==> config.mk <==
export PLATFORM = sky130hd
export DESIGN_NAME = erf_ctrl
export DESIGN_NICKNAME = d
export VERILOG_FILES = /design/src/sv/erf_pkg.sv /design/src/sv/erf_ctrl.sv
export SDC_FILE = /design/constraint.sdc
export NUM_CORES = 1
export LEC_CHECK = 0
export BUFFER_PORTS_ARGS = -buffer_cell sky130_fd_sc_hd__buf_2
export CORE_AREA = 2 2 405 407
export DETAILED_ROUTE_END_ITERATION = 12
export DIE_AREA = 0 0 407 409
export PLACE_DENSITY = 0.32
export SLEW_MARGIN = 20
export SYNTH_ARGS = -nofsm -noshare
export SYNTH_HDL_FRONTEND = slang
export SYNTH_SLANG_ARGS = --single-unit
export TNS_END_PERCENT = 100
==> constraint.sdc <==
create_clock -name clk -period 7.45 [get_ports clk]
set_clock_uncertainty 0.1 [all_clocks]
set_input_delay 1.1175 -clock clk [delete_from_list [all_inputs] [get_ports clk]]
set_output_delay 1.1175 -clock clk [all_outputs]
set_load 0.005 [all_outputs]
==> src/sv/erf_pkg.sv <==
// Package for the expiring replay filter: table size, item and slot
// layouts, status codes and controller state. Depends on nothing.
package erf_pkg;

    localparam int ENTRIES   = 64;
    localparam int IDX_W     = $clog2(ENTRIES);
    localparam int CNT_W     = IDX_W + 1;
    localparam int TIME_W    = 63;
    localparam int WORD_W    = 64;
    localparam int KEY_WORDS = 4;

    typedef logic [1:0] status_t;
    localparam status_t ST_FRESH  = 2'd0;
    localparam status_t ST_REPLAY = 2'd1;
    localparam status_t ST_FULL   = 2'd2;

    typedef struct packed {
        logic [TIME_W-1:0]                now_sec;
        logic [TIME_W-1:0]                exp_sec;
        logic [KEY_WORDS-1:0][WORD_W-1:0] key;
    } item_t;

    typedef struct packed {
        logic [TIME_W-1:0]                expiry;
        logic [KEY_WORDS-1:0][WORD_W-1:0] key;
    } slot_t;

    typedef struct packed {
        logic             rd_en;
        logic [IDX_W-1:0] rd_addr;
        logic             wr_en;
        logic [IDX_W-1:0] wr_addr;
        slot_t            wr_data;
    } ram_req_t;

    typedef struct packed {
        logic    idle;
        logic    done;
        status_t status;
    } ctrl_stat_t;

    typedef enum logic [1:0] {
        S_IDLE,
        S_SCAN,
        S_FINISH
    } state_t;

endpackage

==> src/sv/erf_ctrl.sv <==
// Scan controller: walks the slot table, compares keys, purges expired
// slots, picks the lowest free slot and inserts. Depends on erf_pkg.
module erf_ctrl
    import erf_pkg::*;
(
    input  logic       clk,
    input  logic       rst_n,
    input  logic       start,
    input  item_t      item,
    input  logic       res_free,
    input  slot_t      rd_data,
    output ram_req_t   ram_req,
    output ctrl_stat_t stat
);

    state_t             state_reg, state_next;
    logic [CNT_W-1:0]   rd_cnt_reg;
    logic               cmp_valid_reg;
    logic [IDX_W-1:0]   cmp_idx_reg;
    logic               seen_reg;
    logic               have_free_reg;
    logic [IDX_W-1:0]   free_slot_reg;
    logic [ENTRIES-1:0] valid_reg;

    logic    slot_live;
    logic    key_hit;
    logic    expired;
    logic    slot_free;
    logic    last_cmp;
    logic    reading;
    status_t result;

    assign slot_live = valid_reg[cmp_idx_reg];
    assign key_hit   = slot_live && (rd_data.key == item.key);
    assign expired   = slot_live && (rd_data.expiry < item.now_sec);
    assign slot_free = !slot_live || expired;
    assign last_cmp  = cmp_valid_reg && (cmp_idx_reg == IDX_W'(ENTRIES - 1));
    assign reading   = (state_reg == S_SCAN) && (rd_cnt_reg < CNT_W'(ENTRIES));

    always_comb
    begin
        priority if (seen_reg)
            result = ST_REPLAY;
        else if (!have_free_reg)
            result = ST_FULL;
        else
            result = ST_FRESH;
    end

    // next state
    always_comb
    begin
        state_next = state_reg;
        unique case (state_reg)
            S_IDLE:
            begin
                if (start)
                    state_next = S_SCAN;
            end
            S_SCAN:
            begin
                if (last_cmp)
                    state_next = S_FINISH;
            end
            S_FINISH:
            begin
                if (res_free)
                    state_next = S_IDLE;
            end
            default:
            begin
                state_next = S_IDLE;
            end
        endcase
    end

    // outputs
    always_comb
    begin
        ram_req.rd_en       = reading;
        ram_req.rd_addr     = rd_cnt_reg[IDX_W-1:0];
        ram_req.wr_en       = 1'b0;
        ram_req.wr_addr     = free_slot_reg;
        ram_req.wr_data.expiry = item.exp_sec;
        ram_req.wr_data.key    = item.key;
        stat.idle           = 1'b0;
        stat.done           = 1'b0;
        stat.status         = result;
        unique case (state_reg)
            S_IDLE:
            begin
                stat.idle = 1'b1;
            end
            S_SCAN:
            begin
            end
            S_FINISH:
            begin
                stat.done     = res_free;
                ram_req.wr_en = res_free && (result == ST_FRESH);
            end
            default:
            begin
            end
        endcase
    end

    always_ff @(posedge clk or negedge rst_n)
    begin
        if (!rst_n)
        begin
            state_reg     <= S_IDLE;
            rd_cnt_reg    <= '0;
            cmp_valid_reg <= 1'b0;
            cmp_idx_reg   <= '0;
            seen_reg      <= 1'b0;
            have_free_reg <= 1'b0;
            free_slot_reg <= '0;
            valid_reg     <= '0;
        end
        else
        begin
            state_reg <= state_next;
            if (state_reg == S_IDLE)
            begin
                rd_cnt_reg    <= '0;
                cmp_valid_reg <= 1'b0;
                seen_reg      <= 1'b0;
                have_free_reg <= 1'b0;
            end
            else
            begin
                // compare stage works on the row read in the previous cycle
                cmp_valid_reg <= reading;
                cmp_idx_reg   <= rd_cnt_reg[IDX_W-1:0];
                if (reading)
                    rd_cnt_reg <= rd_cnt_reg + CNT_W'(1);
                if (cmp_valid_reg)
                begin
                    if (key_hit)
                        seen_reg <= 1'b1;
                    if (expired)
                        valid_reg[cmp_idx_reg] <= 1'b0;
                    if (slot_free && !have_free_reg)
                    begin
                        have_free_reg <= 1'b1;
                        free_slot_reg <= cmp_idx_reg;
                    end
                end
                if ((state_reg == S_FINISH) && res_free && (result == ST_FRESH))
                    valid_reg[free_slot_reg] <= 1'b1;
            end
        end
    end

endmodule

==> flow_metrics.py <==
metrics = {
    "final_layout": {
        "drive_gt1_frac": 0.4937,
        "fillers": 19090,
        "instances_no_fill": 4165,
        "syn2layout_area_growth_pct": 44.70,
        "largest_reg_flops": 64,
        "layout.nets": 2736,
    },
    "floorplanning": {
        "die_w_um": 407,
        "fp-row-count": 148,
        "start_util": 0.07110,
        "pin_count": 1042,
        "die_h_um": 409,
        "core_area_sq_um": 162000,
        "dieArea_sq_um": 166500,
    },
    "worst_setup_path": {
        "critPathMaxFanout": 2,
        "regToRegStartpoint": "cmp_idx_reg[2]$_DFFE_PN0N_",
        "crit_start": "item[214]",
        "worstSetupEndpointType": "flip-flop",
        "start_kind": "input pin",
        "endpoint": "seen_reg$_DFFE_PN0P_",
        "r2r_end": "valid_reg[32]$_DFFE_PN0N_",
        "cp_data_required_time_ps": 7620,
        "regToRegSetupSlack_ps": 3520,
        "slowest_stage": "nor3_2",
        "crit_top_cell": "nand4_1",
        "ff2ff_path_depth": 8,
        "crit_type": "input pin to flip-flop",
        "worstPathArrival_ps": 4310,
        "slowest_delay_ps": 700,
        "crit_path_cell_trace": "buf_2 -> xnor2_1 -> nand4_1 -> nor4_1 -> nand4_1 -> nor3_2 -> nand4_1 -> o21ai_0",
    },
    "global_routing": {
        "grt_start_max_net_pins": 49,
        "antenna_found_initial": 100,
        "gr-usage-all-layers": 0.1180,
        "overflow": 0,
        "grt_pass1_wl_um": 127700,
        "first_global_vias": 12640,
    },
    "run": {
        "cap_violations": 0,
    },
    "power_and_ir_drop": {
        "fin_total_pwr_mw": 2.606,
        "vdd_drop_max_v": 0.0001881,
        "powerDensity_nw_per_um2": 156.3,
        "leakage_nw": 7.790,
    },
    "timing": {
        "setup_tns_ps": 0,
        "setup_viol": 0,
        "hold_viol": 0,
        "tightestPinTransition_ps": 1124,
        "layout_min_cycle_time_ps": 4140,
        "relSlewSlack": 0.2489,
        "rsz0062_at_grt": "no",
        "finalCritPeriodShare": 0.5557,
        "drv_slew": 0,
        "max_freq_ghz": 0.2415,
        "whs_ps": 398.9,
    },
    "place": {
        "numPortBuffers": 915,
        "place_inst": 4132,
        "gp_congestion": 0.8865,
        "hpwl_um": 94460,
    },
    "clock_tree": {
        "clock_latency_ps": 360,
        "cts_buffers": 9,
        "clockBufferDepth": 2,
        "post_cts_buffers": 0,
        "hold_buffers": 0,
        "cts_resized": 0,
        "clock_sinks": 88,
        "clkTransAtPathRegs_ps": 70,
        "htreeDepth": 3,
        "cts_tree": "yes",
        "root_buffer": "clkbuf_16",
    },
    "synthesis": {
        "ys_types": 67,
        "yosys-top-cells-area": "buf_4 (22%), dfrtp_1 (19%), xnor2_1 (9.3%), xor2_1 (8.5%), ha_1 (6.8%)",
        "syn_area_per_cell_sq_um": 8.288,
        "ys_ff_latch": 88,
        "yosys_most_used_dff": "dfrtp_1",
        "netlist.area_leader.share": 0.2157,
        "synth_most_common_cell": "buf_4",
        "syn_area_sq_um": 11520,
        "syn_inst": 1390,
        "async_flop_share": 1.000,
        "ys_seq_area_frac": 0.1912,
        "yosys-top-cells-count": "buf_4 (331), xnor2_1 (122), inv_1 (117)",
        "ys_warn_count": 0,
        "synth_nets": 2158,
        "synth_top_area_cell": "buf_4",
        "synth-edff-count": 0,
    },
    "route": {
        "wire_per_inst_um": 24.65,
        "ant_nets": 0,
        "first_pass_iters": 5,
        "remaining_drc_errors": 0,
        "vias": 12550,
        "drt-total-wl_um": 102700,
        "drt_iter0_drc": 654,
        "vias_per_cell": 3.013,
    },
    "worst_hold_path": {
        "min_path_type": "flip-flop to flip-flop",
    },
    "run_status": {
        "status": "finished clean",
    },
}
-- area by class of cell --
class | instances | area (sq um) | share of cell area
flip-flops and latches | 88 | 2203 | 0.1322
diodes | 17 | 42.54 | 0.002552
repair buffers | 927 | 4672 | 0.2803
clock buffers | 9 | 225.2 | 0.01351
multi-input cells | 824 | 6260 | 0.3755
clock inverters | 7 | 102.6 | 0.006155
inverters | 118 | 442.9 | 0.02657
well taps | 2175 | 2721 | 0.1633
-- report_power, final --
part | internal, mW | total (mW) | switching (mW)
clock | 0.298 | 0.513 | 0.215
sequential | 0.531 | 0.679 | 0.148
combinational | 0.515 | 1.41 | 0.899
total | 1.34 | 2.61 | 1.26
-- stage by stage --
stage	cell area [sq um]	utilization	setup WS (ps)
2_1_floorplan	11520	-	3967
3_3_place_gp	16250	0.1003	1983
3_5_place_dp	16300	0.1006	2513
4_1_cts	16630	0.1026	2881
5_1_grt	16650	0.1027	3084
6_report	16670	0.1029	3310
-- worst min-delay path by stage --
stage,startpoint,to,slack [ps],cells after the start
6_report,rd_cnt_reg[6]$_DFFE_PN0P_,rd_cnt_reg[6]$_DFFE_PN0P_,400,2
5_1_grt,valid_reg[59]$_DFFE_PN0N_,valid_reg[59]$_DFFE_PN0N_,430,2
4_1_cts,rd_cnt_reg[6]$_DFFE_PN0P_,rd_cnt_reg[6]$_DFFE_PN0P_,400,2
3_5_place_dp,rd_cnt_reg[6]$_DFFE_PN0P_,rd_cnt_reg[6]$_DFFE_PN0P_,380,2
3_3_place_gp,rd_cnt_reg[6]$_DFFE_PN0P_,rd_cnt_reg[6]$_DFFE_PN0P_,370,2
2_1_floorplan,state_reg[1]$_DFFE_PN0P_,state_reg[0]$_DFFE_PN0P_,350,1
-- metal layers --
layer,track usage,vias up,share of wire
met5,0,-,0.0042
met3,0.03740,154,0.085
met2,0.2175,756,0.51
li1,-,5685,-
met1,0.1315,5888,0.38
met4,0.02261,68,0.023
-- layout by cell type, fill, tap and decap left out, drive strengths merged, types with 5 or more instances in the layout --
cell,count
nor2b,5
mux2i,10
nand4,48
a22o,5
o22ai,12
a221oi,11
buf,927
nor4,41
a21oi,33
nor3,13
nand2,65
inv,119
a22oi,25
ha,63
mux2,11
clkbuf,9
nand2b,7
nand3b,8
diode,17
xor2,112
o41ai,41
nor2,27
o21ai,84
nand3,17
dfrtp,88
xnor2,122
-- worst max-delay path: cells and delay by family --
family / cells / cell delay, ps
buffers and inverters: 1 / 110
and+or+nand+nor: 5 / 2340
AOI/OAI and AO/OA: 1 / 230
xor gates and xnor gates: 1 / 490
-- logic make-up after synthesis --
logic type	synth area share
multiplexers	0.02922
XOR/XNOR	0.1779
flip-flops	0.1912
buffers and inverters	0.2688
AO/OA/AOI/OAI	0.1432
adder cells (fa/ha/maj)	0.06843
AND/OR/NAND/NOR	0.1213
(Power assumes the default switching activity.)
